**src/design/assert_macros.svh**
```systemverilog
// ----------------------------------------------------------------------------
// Assertion macros
// Shared concurrent assertion forms, clocked on clk_i and held off in reset.
// ----------------------------------------------------------------------------
`ifndef ASSERT_MACROS_SVH
`define ASSERT_MACROS_SVH

// The property holds at every rising clock edge outside reset.
`define ASSERT_ALWAYS(lbl, prop, msg) \
  lbl: assert property (@(posedge clk_i) disable iff (!rst_ni) (prop)) \
    else $error(msg);

// The consequent holds in the same cycle as the antecedent.
`define ASSERT_IMPLIES(lbl, ante, cons, msg) \
  lbl: assert property (@(posedge clk_i) disable iff (!rst_ni) (ante) |-> (cons)) \
    else $error(msg);

// The consequent holds in the cycle after the antecedent.
`define ASSERT_NEXT(lbl, ante, cons, msg) \
  lbl: assert property (@(posedge clk_i) disable iff (!rst_ni) (ante) |=> (cons)) \
    else $error(msg);

`endif

```
**src/design/bptc_pkg.sv**
```systemverilog
// ----------------------------------------------------------------------------
// Barometer compensation package
// Field widths, output ranges, register indexes and shared types.
// ----------------------------------------------------------------------------
package bptc_pkg;

  localparam int RAW_W         = 16;
  localparam int TEMP_W        = 15;
  localparam int PRES_W        = 17;
  localparam int CFG_W         = 32;
  localparam int CFG_IDX_W     = 3;
  localparam int FRAC_BITS_DEF = 16;

  localparam int TEMP_MIN = -10000;
  localparam int TEMP_MAX = 15000;
  localparam int PRES_MIN = 0;
  localparam int PRES_MAX = 131071;

  localparam int TEMP_BASE     = 250;
  localparam int PRES_BIAS     = 7168;
  localparam int OFF_COEF_BIAS = 1024;

  typedef enum logic [CFG_IDX_W-1:0] {
    REG_SENS_BASE        = 3'd0,
    REG_OFFSET_BASE      = 3'd1,
    REG_SENS_TEMP_COEF   = 3'd2,
    REG_OFFSET_TEMP_COEF = 3'd3,
    REG_REFERENCE_TEMP   = 3'd4,
    REG_TEMP_SLOPE       = 3'd5,
    REG_PRESSURE_ADJUST  = 3'd6,
    REG_CURVATURE_PARAMS = 3'd7
  } cfg_reg_e;

  // Load enables of the three stages of a rounding and clamping unit.
  typedef struct packed {
    logic mul;
    logic rnd;
    logic clip;
  } cen_en_t;

endpackage

```
**src/design/bptc_centi.sv**
```systemverilog
// ----------------------------------------------------------------------------
// Rounding and clamping unit
// Three stages: scale a fixed-point 0.1 unit value by ten, round to the
// nearest integer with halves away from zero, then clamp to a range.
// ----------------------------------------------------------------------------
module bptc_centi #(
  parameter int FRAC_BITS = bptc_pkg::FRAC_BITS_DEF,
  parameter int IN_W      = 46,
  parameter int OUT_W     = bptc_pkg::TEMP_W,
  parameter int LO        = bptc_pkg::TEMP_MIN,
  parameter int HI        = bptc_pkg::TEMP_MAX
) (
  input  logic                    clk_i,
  input  bptc_pkg::cen_en_t       en_i,
  input  logic signed [IN_W-1:0]  val_i,
  output logic [OUT_W-1:0]        val_o,
  output logic                    sat_o
);

  localparam int WW = IN_W + 4;
  localparam int RW = WW - FRAC_BITS;

  localparam logic signed [WW-1:0] HALF    = WW'(1) <<< (FRAC_BITS - 1);
  localparam logic signed [WW-1:0] HALF_M1 = HALF - WW'(1);
  localparam logic signed [RW-1:0] LO_V    = RW'(LO);
  localparam logic signed [RW-1:0] HI_V    = RW'(HI);

  logic signed [WW-1:0] w_d, w_q;
  logic signed [WW-1:0] sum;
  logic signed [RW-1:0] rnd_d, rnd_q;
  logic [OUT_W-1:0]     val_d, val_q;
  logic                 sat_d, sat_q;

  assign w_d   = (WW'(val_i) <<< 3) + (WW'(val_i) <<< 1);
  assign sum   = w_q + (w_q[WW-1] ? HALF_M1 : HALF);
  assign rnd_d = $signed(sum[WW-1:FRAC_BITS]);

  always_comb begin
    if (rnd_q < LO_V) begin
      val_d = OUT_W'(LO);
      sat_d = 1'b1;
    end else if (rnd_q > HI_V) begin
      val_d = OUT_W'(HI);
      sat_d = 1'b1;
    end else begin
      val_d = rnd_q[OUT_W-1:0];
      sat_d = 1'b0;
    end
  end

  always_ff @(posedge clk_i) begin
    if (en_i.mul) begin
      w_q <= w_d;
    end
    if (en_i.rnd) begin
      rnd_q <= rnd_d;
    end
    if (en_i.clip) begin
      val_q <= val_d;
      sat_q <= sat_d;
    end
  end

  assign val_o = val_q;
  assign sat_o = sat_q;

endmodule

```
**config.mk**
```make
export PLATFORM = sky130hd
export DESIGN_NAME = bptc_centi
export DESIGN_NICKNAME = d
export VERILOG_FILES = /design/src/design/assert_macros.svh /design/src/design/bptc_pkg.sv /design/src/design/bptc_centi.sv
export SDC_FILE = /design/constraint.sdc
export NUM_CORES = 1
export LEC_CHECK = 0
export BUFFER_PORTS_ARGS = -buffer_cell sky130_fd_sc_hd__buf_2
export CORE_MARGIN = 1.5
export CORE_UTILIZATION = 57
export DETAILED_ROUTE_END_ITERATION = 16
export HOLD_SLACK_MARGIN = 0.08
export PLACE_DENSITY = 0.76
export SLEW_MARGIN = 15
export SYNTH_ARGS = -nofsm -noshare
export SYNTH_HDL_FRONTEND = slang
export SYNTH_SLANG_ARGS = --single-unit
export TNS_END_PERCENT = 30
```
**constraint.sdc**
```tcl
create_clock -name clk_i -period 3.9 [get_ports clk_i]
set_input_delay 0.78 -clock clk_i [delete_from_list [all_inputs] [get_ports clk_i]]
set_output_delay 0.78 -clock clk_i [all_outputs]
set_load 0.005 [all_outputs]
```
==> results of run 1 <==
-- final cells by class --
| class | count | area [um^2] |
|---|---|---|
| Multi-Input combinational cell | 488 | 3500 |
| Tap cell | 143 | 179 |
| Inverter | 20 | 75.1 |
| Timing Repair Buffer | 67 | 340 |
| Clock buffer | 11 | 233 |
| Clock inverter | 5 | 28.8 |
| Fill cell | 894 | 4040 |
| Sequential cell | 99 | 2970 |
-- flip-flops by register name, summed over array words and instances (netlist names) --
register  cells
w_q          49
val_o        15
sat_o         1
rnd_q        34
-- report_power, final --
part / switching [W] / internal (W) / leakage [nW]
Sequential: 0.0000979 / 0.00136 / 0.960
Clock: 0.000366 / 0.000431 / 0.133
Combinational: 0.000387 / 0.000309 / 1.98
Total: 0.000851 / 0.00210 / 3.07
-- Yosys cell counts, types with 3 or more instances --
master	number	area (um^2)
nor3_1	6	30.0
a31o_2	3	26.3
xor2_1	23	201
clkbuf_1	6	22.5
a21boi_0	3	22.5
nand3_1	19	95.1
o21ai_1	3	15.0
nor2_1	14	52.6
and3_1	15	93.8
and4_1	3	26.3
inv_1	20	75.1
a31oi_1	7	43.8
o21ai_0	23	115
nand2_1	51	191
and3_2	3	22.5
o21bai_1	5	37.5
nor4_1	8	50.1
and2_1	8	50.1
o21a_1	3	22.5
o2111ai_1	4	35.0
nor2b_1	12	75.1
edfxtp_1	99	2970
a21o_1	41	308
a21oi_1	61	305
nand4_1	15	93.8
xnor2_1	52	455
nand2b_1	10	62.6
ha_1	59	738
-- metrics by stage --
step           power [W]  cells
5_1_grt          0.00310    833
4_1_cts          0.00295    833
2_1_floorplan    0.00194    617
3_3_place_gp     0.00213    817
3_5_place_dp     0.00216    817
6_report         0.00295    833
-- per-layer routing --
| metal | vias up | track usage | share of wire |
|---|---|---|---|
| met1 | 2228 | 0.323 | 0.49 |
| li1 | 2480 | - | - |
| met4 | 0 | 0.0650 | 0.014 |
| met2 | 118 | 0.358 | 0.45 |
| met5 | - | 0 | 0 |
| met3 | 16 | 0.0318 | 0.039 |
-- final timing paths --
kind | end | slack [ps]
hold / removal | val_o[14]$_SDFFCE_PP1P_ | 550
setup / recovery | w_q[45]$_DFFE_PP_ | 580
setup reg to reg | rnd_q[13]$_DFFE_PP_ | 700
hold reg to reg | val_o[14]$_SDFFCE_PP1P_ | 550
-- cell families after synthesis --
family          share of synthesized area
fa+ha+maj                           0.115
mux                               0.00152
flops                               0.450
simple gates                        0.145
xor+xnor                           0.0995
compound gates                      0.169
buf+inv                            0.0195
==> reports/metrics.csv, run 1 <==
stage,metric,value,unit
critical_path,worst r2r src,w_q[49]$_DFFE_PP_,
critical_path,crit path from,val_i[0],
grt,global-route wire length before repair,22600,um
yosys,post-synthesis async set-or-reset flop share,0,
finish,Layout area overhead,11.0,%
flow_run,max cap viols,0,
yosys,Synth Net Count,727,
power_and_ir_drop,pwr dens,403,nW/um^2
yosys,Post-synth EDFFs,99,
timing,"Worst Setup Slack, final",580,ps
clock_tree,Max clock buf depth,2,
yosys,synthesized area per cell,10.7,um^2
critical_path,critical path type,primary input to register,
clock_tree,post-cts resize count,0,
yosys,Unique masters post-synth,59,
critical_path,Crit path largest cell delay,390,ps
timing,Tightest Pin Transition,752,ps
yosys,sequential area share after synthesis,0.450,
drt,DR vias/cell,5.81,
floorplanning,Core Footprint,11400,um^2
clock_tree,Num CTS Buffers,9,
critical_path,crit path max-delay cell type,fa_1,
floorplanning,Die Wd,111,um
finish,Util after Layout,0.645,
critical_path,R2R cell count,10,
grt,grt ovf,0,
finish,share of cells above drive strength 1,0.141,
finish,ANT cells,0,
power_and_ir_drop,P_leak,3.07,nW
yosys,Synth warnings,0,
timing,"Hold Vio Cnt, Final",0,
critical_path,CP endpoint kind,register,
timing,worst relative slew slack,0.499,
timing,Max Slew Vio Count,0,
clock_tree,clk_lat worst skew,340,ps
grt,vias in the first global route,4790,
placement,Post-DP Area,7070,um^2
clock_tree,Worst-path clk slew,70,ps
finish,final instance area,7330,um^2
critical_path,CP Depth,13,
floorplanning,full die area,12200,um^2
yosys,"Top FF cell, synth",edfxtp_1,
drt,DRT Wirelength,13300,um
critical_path,Worst path top cell family by delay,compound AO/OA/AOI/OAI gates,
drt,First-pass DRT Iterations,4,
drt,post-route antenna net violation count,0,
placement,pre-CTS setup slack,267,ps
grt,initial antenna violation count,0,
floorplanning,Ports,66,
timing,final setup vio count,0,
grt,All-Layer GR Usage,0.225,
timing,min cycle time layout,3320,ps
grt,pin count of the biggest net entering global routing,37,
finish,most frequent cells in the layout,"99 x edfxtp_1, 65 x buf_2, 61 x a21oi_1, 59 x ha_1, 52 x xnor2_1",
clock_tree,Post-CTS Repair Setup Buffers,0,
timing,TNS Setup,0,ps
timing,Final Cycle Share,0.851,
min_path,hold_sp,rnd_q[33]$_DFFE_PP_,
clock_tree,hold-fix buffers at CTS,0,
floorplanning,DIE HEIGHT,111,um
critical_path,CP Data Arrival Time,3410,ps
timing,Max Fclk,301,MHz
critical_path,Startpoint Class,primary input,
drt,DR WL/cell,15.9,um
clock_tree,htree depth,3,
finish,Final #Nets,795,
min_path,Hold Path Class,register to register,
timing,RSZ-0062 raised after global routing,false,
clock_tree,CTS Root Cell,clkbuf_16,
timing,hold slack,548,ps
placement,Buffers on Ports,65,
floorplanning,Initial Util,0.581,
critical_path,crit path cell chain,"buf_2, ha_1, inv_1, fa_1, nand2b_1, a21oi_1, o21ai_0, a211o_1, a21oi_1, o21ai_1, a21boi_1, o21ai_0, a211o_1",
drt,First DRT Iteration DRCs,281,
yosys,mapped cell area,6600,um^2
critical_path,Buf/Inv on CP,2,
finish,"leading cell type in the layout, fill and taps excluded",edfxtp_1,
yosys,Mapped Cells,617,
min_path,hold depth,0,
power_and_ir_drop,Worst VDD drop,271,uV
drt,drt drc,0,
critical_path,Worst Path Required,3990,ps
timing,post-route clock skew,6.45,ps
placement,HPWL after DPL,10500,um
clock_tree,clock sink total,99,
yosys,"FF+latch count, synth",99,
drt,via count,4842,
outcome,status,"complete, no violations",
critical_path,CP Max Fanout,4,
placement,Placer Congestion,0.917,
clock_tree,CTS tree,yes,
floorplanning,std cell rows,39,
(Power assumes the default switching activity.)
==> run 2: changes to the inputs <==
==> constraint.sdc (replaced) <==
create_clock -name clk_i -period 4.14 [get_ports clk_i]
set_input_delay 0.828 -clock clk_i [delete_from_list [all_inputs] [get_ports clk_i]]
set_output_delay 0.828 -clock clk_i [all_outputs]
set_load 0.005 [all_outputs]
==> run 2 against run 1 <==
Net effect:
- non-clock buffer count unchanged
- die area did not move
- hold slack gained 8.6 ps
- register-to-register slack improved by 100 ps
- largest cell class unchanged
- largest power group unchanged
==> reports/metrics.csv, run 2 (synthesized netlist as in run 1, its figures left out) <==
stage,metric,value,unit,change
drt,DRT Wirelength,12900,um,-2.9%
placement,HPWL after DPL,10400,um,-1.6%
timing,worst relative slew slack,0.467,,-0.0313
timing,Max Slew Vio Count,0,,unchanged
drt,DR vias/cell,5.86,,+0.82%
power_and_ir_drop,pwr dens,375,nW/um^2,-6.9%
min_path,Hold Path Class,register to register,,
finish,most frequent cells in the layout,"99 x edfxtp_1, 65 x buf_2, 61 x a21oi_1, 59 x ha_1, 52 x xnor2_1",,
floorplanning,Die Wd,111,um,unchanged
flow_run,max cap viols,0,,unchanged
clock_tree,clock sink total,99,,unchanged
power_and_ir_drop,P_leak,3.06,nW,-0.34%
timing,TNS Setup,0,ps,unchanged
placement,Post-DP Area,7070,um^2,unchanged
finish,Layout area overhead,10.8,%,
finish,"leading cell type in the layout, fill and taps excluded",edfxtp_1,,
power_and_ir_drop,combinational power share,0.237,,about the same
clock_tree,hold-fix buffers at CTS,0,,unchanged
floorplanning,Core Footprint,11400,um^2,unchanged
clock_tree,Worst-path clk slew,60,ps,about the same
critical_path,critical path type,primary input to register,,
power_and_ir_drop,Worst VDD drop,258,uV,-4.8%
finish,final instance area,7320,um^2,-0.15%
timing,Max Fclk,293,MHz,
placement,Placer Congestion,0.911,,-0.72%
clock_tree,CTS tree,yes,,
finish,Final #Nets,795,,unchanged
grt,All-Layer GR Usage,0.216,,-0.00860
clock_tree,post-cts resize count,0,,unchanged
floorplanning,DIE HEIGHT,111,um,unchanged
drt,First-pass DRT Iterations,5,,+1
floorplanning,Ports,66,,unchanged
clock_tree,clk_lat worst skew,330,ps,about the same
critical_path,crit path from,val_i[2],,
timing,RSZ-0062 raised after global routing,false,,
critical_path,R2R Path End,rnd_q[13]$_DFFE_PP_,,
timing,Tightest Pin Transition,799,ps,+47.0 ps
drt,DR WL/cell,15.5,um,-2.6%
drt,via count,4870,,+0.58%
timing,final setup vio count,0,,unchanged
power_and_ir_drop,NetSw,0.000772,W,-9.3%
timing,"Hold Vio Cnt, Final",0,,unchanged
critical_path,worst r2r src,w_q[49]$_DFFE_PP_,,
finish,Top reg by flops,w_q,,
timing,post-route clock skew,4.29,ps,-2.15 ps
finish,max reg flops,49,,unchanged
outcome,status,"complete, no violations",,
critical_path,Startpoint Class,primary input,,
grt,global-route wire length before repair,22000,um,-2.7%
timing,min cycle time layout,3410,ps,
critical_path,CP Data Arrival Time,3500,ps,+90 ps
finish,ANT cells,0,,unchanged
grt,vias in the first global route,4644,,-3.0%
finish,fill count,910,,+1.8%
floorplanning,full die area,12200,um^2,unchanged
floorplanning,std cell rows,39,,unchanged
clock_tree,htree depth,3,,unchanged
timing,Final Cycle Share,0.823,,
floorplanning,Initial Util,0.581,,unchanged
grt,pin count of the biggest net entering global routing,39,,+5.4%
critical_path,Worst Path Required,4230,ps,+240 ps
placement,Buffers on Ports,65,,unchanged
critical_path,R2R cell count,11,,+1
grt,initial antenna violation count,0,,unchanged
clock_tree,Post-CTS Repair Setup Buffers,0,,unchanged
power_and_ir_drop,Net Sw Frac,0.281,,-0.00701
drt,First DRT Iteration DRCs,282,,+0.36%
grt,grt ovf,0,,unchanged
clock_tree,Num CTS Buffers,9,,unchanged
critical_path,CP Max Fanout,4,,unchanged
critical_path,CP endpoint kind,register,,
clock_tree,CTS Root Cell,clkbuf_16,,
critical_path,"setup slack, reg-to-reg",800,ps,+100 ps
drt,post-route antenna net violation count,0,,unchanged
clock_tree,Max clock buf depth,2,,unchanged
finish,share of cells above drive strength 1,0.137,,-0.00395
power_and_ir_drop,design internal power,0.00197,W,-6.2%
drt,drt drc,0,,unchanged
power_and_ir_drop,power share of the clock group,0.263,,-0.007
critical_path,Worst Setup EP,w_q[45]$_DFFE_PP_,,
power_and_ir_drop,Reg power frac,0.500,,+0.006
run 2: cell types whose count changed in the layout (fill, tap and decap cells not counted), sizes merged:
cell,change
clkinv,-1
inv,-1
run 2: worst min path at each step:
stage,startpoint,end,slack [ps],cells past startpoint
floorplan,rnd_q[1]$_DFFE_PP_,val_o[1]$_SDFFCE_PP0P_,530,1
global route,rnd_q[1]$_DFFE_PP_,val_o[1]$_SDFFCE_PP0P_,580,1
global placement,rnd_q[33]$_DFFE_PP_,val_o[14]$_SDFFCE_PP1P_,520,0
detailed placement,rnd_q[33]$_DFFE_PP_,val_o[14]$_SDFFCE_PP1P_,550,0
CTS,rnd_q[33]$_DFFE_PP_,val_o[14]$_SDFFCE_PP1P_,560,0
finish,rnd_q[33]$_DFFE_PP_,val_o[14]$_SDFFCE_PP1P_,560,0
run 2: critical path, stage by stage:
cell and delay (ps):
buf_2 100, ha_1 170, inv_1 60, fa_1 380
nand2b_1 180, a21oi_1 240, o21ai_0 230, a211o_1 320
a21oi_1 210, o21ai_1 150, a21boi_1 250, o21ai_0 120
a211o_1 260
run 2: power groups by stage:
stage	registers [W]	clock network, W	logic [W]
floorplan	0.00136	0	0.000466
global placement	0.00138	0	0.000627
detailed placement	0.00139	0	0.000643
CTS	0.00137	0.000733	0.000648
global route	0.00139	0.000768	0.000729
finish	0.00137	0.000720	0.000651
run 2: final cells by class:
| type | count | area (um^2) | share of cell area |
|---|---|---|---|
| clock buffer | 11 | 233 | 0.0318 |
| clock inverter | 3 | 17.5 | 0.00239 |
| inverter | 20 | 75.1 | 0.0103 |
| multi-input combinational | 488 | 3500 | 0.478 |
| sequential | 99 | 2970 | 0.406 |
| tap | 143 | 179 | 0.0244 |
| timing repair buffer | 67 | 340 | 0.0465 |
run 2: routing by layer:
metal / global-route usage / part of all wire / vias up
met5: 0 / 0 / -
li1: - / - / 2471
met1: 0.318 / 0.49 / 2257
met2: 0.338 / 0.46 / 131
met4: 0.0744 / 0.0096 / 0
met3: 0.0203 / 0.040 / 11
run 2: per-stage QoR:
step           power (W)  std cells  hold WS [ps]  utilization  setup slack, ps
2_1_floorplan    0.00183        617           526            -              945
3_3_place_gp     0.00201        817           522        0.622              523
3_5_place_dp     0.00204        817           547        0.622              400
4_1_cts          0.00275        831           556        0.644              739
5_1_grt          0.00288        831           578        0.644              489
6_report         0.00274        831           556        0.644              733
==> run 3: changes to the inputs <==
--- a/config.mk
+++ b/config.mk
@@ -7,7 +7,7 @@
 export LEC_CHECK = 0
 export BUFFER_PORTS_ARGS = -buffer_cell sky130_fd_sc_hd__buf_2
 export CORE_MARGIN = 1.5
-export CORE_UTILIZATION = 57
+export CORE_UTILIZATION = 54
 export DETAILED_ROUTE_END_ITERATION = 16
 export HOLD_SLACK_MARGIN = 0.08
 export PLACE_DENSITY = 0.76
==> constraint.sdc (replaced) <==
create_clock -name clk_i -period 2.7 [get_ports clk_i]
set_input_delay 0.54 -clock clk_i [delete_from_list [all_inputs] [get_ports clk_i]]
set_output_delay 0.54 -clock clk_i [all_outputs]
set_load 0.005 [all_outputs]
==> run 3 against run 2 <==
Net effect:
- the flow now finishes with violations (negative setup slack)
- critical endpoint is now rnd_q[32]$_DFFE_PP_
- setup slack got worse by 1000 ps
- total power rose by 73%
- combinational power rose by 110%
- critical path type is now register to register
- die area rose by 5.4%
- first-iteration DRC count rose by 15%
- clock power rose by 68%
==> reports/metrics.csv, run 3 (synthesized netlist as in run 1, its figures left out) <==
stage,metric,value,unit,change
outcome,status,"complete, but fails checks",,
outcome,failing checks,negative setup slack,,
clock_tree,clk_lat worst skew,340,ps,about the same
power_and_ir_drop,Reg power frac,0.450,,-0.050
drt,post-route antenna net violation count,0,,unchanged
timing,post-route clock skew,8.13,ps,+3.83 ps
critical_path,crit path from,w_q[22]$_DFFE_PP_,,
timing,min cycle time layout,3000,ps,
drt,First DRT Iteration DRCs,325,,+15%
clock_tree,CTS Root Cell,clkbuf_16,,
grt,initial antenna violation count,0,,unchanged
timing,"Worst Setup Slack, final",-300,ps,-1030 ps
power_and_ir_drop,design internal power,0.00332,W,+68%
floorplanning,Ports,66,,unchanged
critical_path,"setup slack, reg-to-reg",-300,ps,-1100 ps
timing,worst relative slew slack,0.518,,+0.0510
power_and_ir_drop,Pwr Total,0.00474,W,+73%
placement,Buffers on Ports,65,,unchanged
power_and_ir_drop,Net Sw Frac,0.300,,+0.0189
floorplanning,std cell rows,40,,+2.6%
grt,grt ovf,0,,unchanged
floorplanning,DIE HEIGHT,114,um,+2.7%
grt,vias in the first global route,5463,,+18%
power_and_ir_drop,combinational power share,0.294,,+0.057
drt,DR vias/cell,5.71,,-2.5%
floorplanning,Initial Util,0.552,,-0.0287
timing,hold slack,383,ps,-174 ps
power_and_ir_drop,power share of the clock group,0.255,,-0.008
critical_path,Worst Path Required,2790,ps,-1440 ps
clock_tree,Num CTS Buffers,9,,unchanged
finish,Final #Nets,930,,+17%
power_and_ir_drop,Worst VDD drop,345,uV,+34%
finish,Layout area overhead,33.2,%,
critical_path,critical path type,register to register,,
grt,pin count of the biggest net entering global routing,50,,+28%
timing,Max Slew Vio Count,0,,unchanged
timing,Tightest Pin Transition,723,ps,-76.4 ps
finish,final instance area,8790,um^2,+20%
critical_path,CP Data Arrival Time,3090,ps,-410 ps
placement,placed insts,947,,+16%
drt,First-pass DRT Iterations,5,,unchanged
critical_path,Startpoint Class,register,,
min_path,Hold Path Class,primary input to register,,
critical_path,R2R cell count,9,,-2
power_and_ir_drop,P_leak,3.84,nW,+25%
critical_path,CP Max Fanout,7,,+3
drt,DRT Wirelength,15700,um,+22%
flow_run,max cap viols,0,,unchanged
critical_path,R2R Path End,rnd_q[32]$_DFFE_PP_,,
finish,Util after Layout,0.735,,+0.0915
timing,Max Fclk,333,MHz,
finish,max reg flops,49,,unchanged
floorplanning,Core Footprint,12000,um^2,+5.2%
finish,Top reg by flops,w_q,,
timing,final setup vio count,30,,+30
critical_path,CP endpoint kind,register,,
finish,"leading cell type in the layout, fill and taps excluded",buf_4,,
clock_tree,CTS tree,yes,,
min_path,hold depth,1,,+1
timing,Final Cycle Share,1.11,,
drt,via count,5552,,+14%
clock_tree,clock sink total,99,,unchanged
finish,share of cells above drive strength 1,0.353,,+0.216
timing,RSZ-0062 raised after global routing,true,,
floorplanning,full die area,12900,um^2,+5.4%
power_and_ir_drop,pwr dens,539,nW/um^2,+44%
finish,fill count,767,,-16%
placement,HPWL after DPL,11200,um,+8.1%
power_and_ir_drop,NetSw,0.00142,W,+84%
clock_tree,Max clock buf depth,2,,unchanged
drt,DR WL/cell,16.1,um,+4.1%
critical_path,worst r2r src,w_q[22]$_DFFE_PP_,,
clock_tree,htree depth,3,,unchanged
grt,global-route wire length before repair,24200,um,+10%
drt,drt drc,0,,unchanged
grt,All-Layer GR Usage,0.232,,+0.0156
finish,most frequent cells in the layout,"130 x buf_4, 99 x edfxtp_1, 63 x buf_2, 52 x a21oi_1, 52 x ha_1",,
placement,Placer Congestion,0.887,,-2.6%
timing,"Hold Vio Cnt, Final",0,,unchanged
critical_path,Worst Setup EP,rnd_q[32]$_DFFE_PP_,,
placement,Post-DP Area,8040,um^2,+14%
clock_tree,Worst-path clk slew,70,ps,about the same
finish,ANT cells,0,,unchanged
floorplanning,Die Wd,114,um,+2.7%
finish,Finished Layout Cells,972,,+17%
[run 3: cell types whose count changed in the layout (fill, tap and decap cells not counted), moves of 4 or more]
cell / delta
and3_4: +5
buf_4: +128
ha_4: +7
xnor2_2: +4
a21oi_1: -9
and3_1: -4
xnor2_1: -4
ha_1: -7
nand3_1: -5
buf_6: +7
a21oi_2: +8
nand3_2: +4
nand2_1: -6
[run 3: layout make-up]
| type | instances | area (um^2) | share of cell area |
|---|---|---|---|
| tap | 147 | 184 | 0.0209 |
| clock buffer | 9 | 225 | 0.0256 |
| timing repair buffer | 202 | 1400 | 0.159 |
| clock inverter | 7 | 58.8 | 0.00669 |
| sequential | 99 | 2970 | 0.338 |
| inverter | 20 | 77.6 | 0.00882 |
| multi-input combinational | 488 | 3870 | 0.441 |
[run 3: critical path, cell delays in order, from the launching register on]
cell and delay [ps]:
edfxtp_1 520, and3_1 310, and3_1 300, nand4_1 280
nor3_2 360, and3_2 250, and3_4 210, and3_4 240
nand4_1 120, xnor2_1 160
[run 3: timing repair]
| item | 4_1_cts | 5_1_grt |
|---|---|---|
| resized for setup | 52 | 32 |
| pin swaps | 24 | 17 |
| buffers inserted | 7 | 2 |
| hold buffers | 0 | 0 |
| setup endpoints to repair | 50 | 46 |
[run 3: per-stage QoR]
stage                     setup TNS (ps)  setup slack (ps)
after floorplan                    -4410              -327
after CTS                          -2340              -146
final                              -5430              -300
after global routing               -7980              -419
after global placement            -13410              -594
after detailed placement          -16710              -656
[run 3: metal layers]
layer / GRT usage / part of all wire / up-vias
met5: 0 / 0 / -
met4: 0.0825 / 0.021 / 0
met3: 0.0345 / 0.043 / 31
met2: 0.400 / 0.49 / 160
met1: 0.299 / 0.45 / 2617
li1: - / - / 2744
[run 3: worst min path at each step]
stage                     slack, ps               start                      to
final                           380            val_i[0]        w_q[1]$_DFFE_PP_
after global routing            370            val_i[0]        w_q[1]$_DFFE_PP_
after CTS                       370            val_i[0]        w_q[1]$_DFFE_PP_
after detailed placement        540  rnd_q[1]$_DFFE_PP_  val_o[1]$_SDFFCE_PP0P_
after global placement          530  rnd_q[2]$_DFFE_PP_  val_o[2]$_SDFFCE_PP0P_
after floorplan                 530  rnd_q[1]$_DFFE_PP_  val_o[1]$_SDFFCE_PP0P_
[run 3: power by group through the flow]
stage,sequential (W),combinational [W],clock (W)
floorplan,0.00209,0.000716,0
finish,0.00213,0.00139,0.00121
detailed placement,0.00213,0.00123,0
global route,0.00215,0.00151,0.00129
global placement,0.00212,0.00119,0
CTS,0.00211,0.00130,0.00121
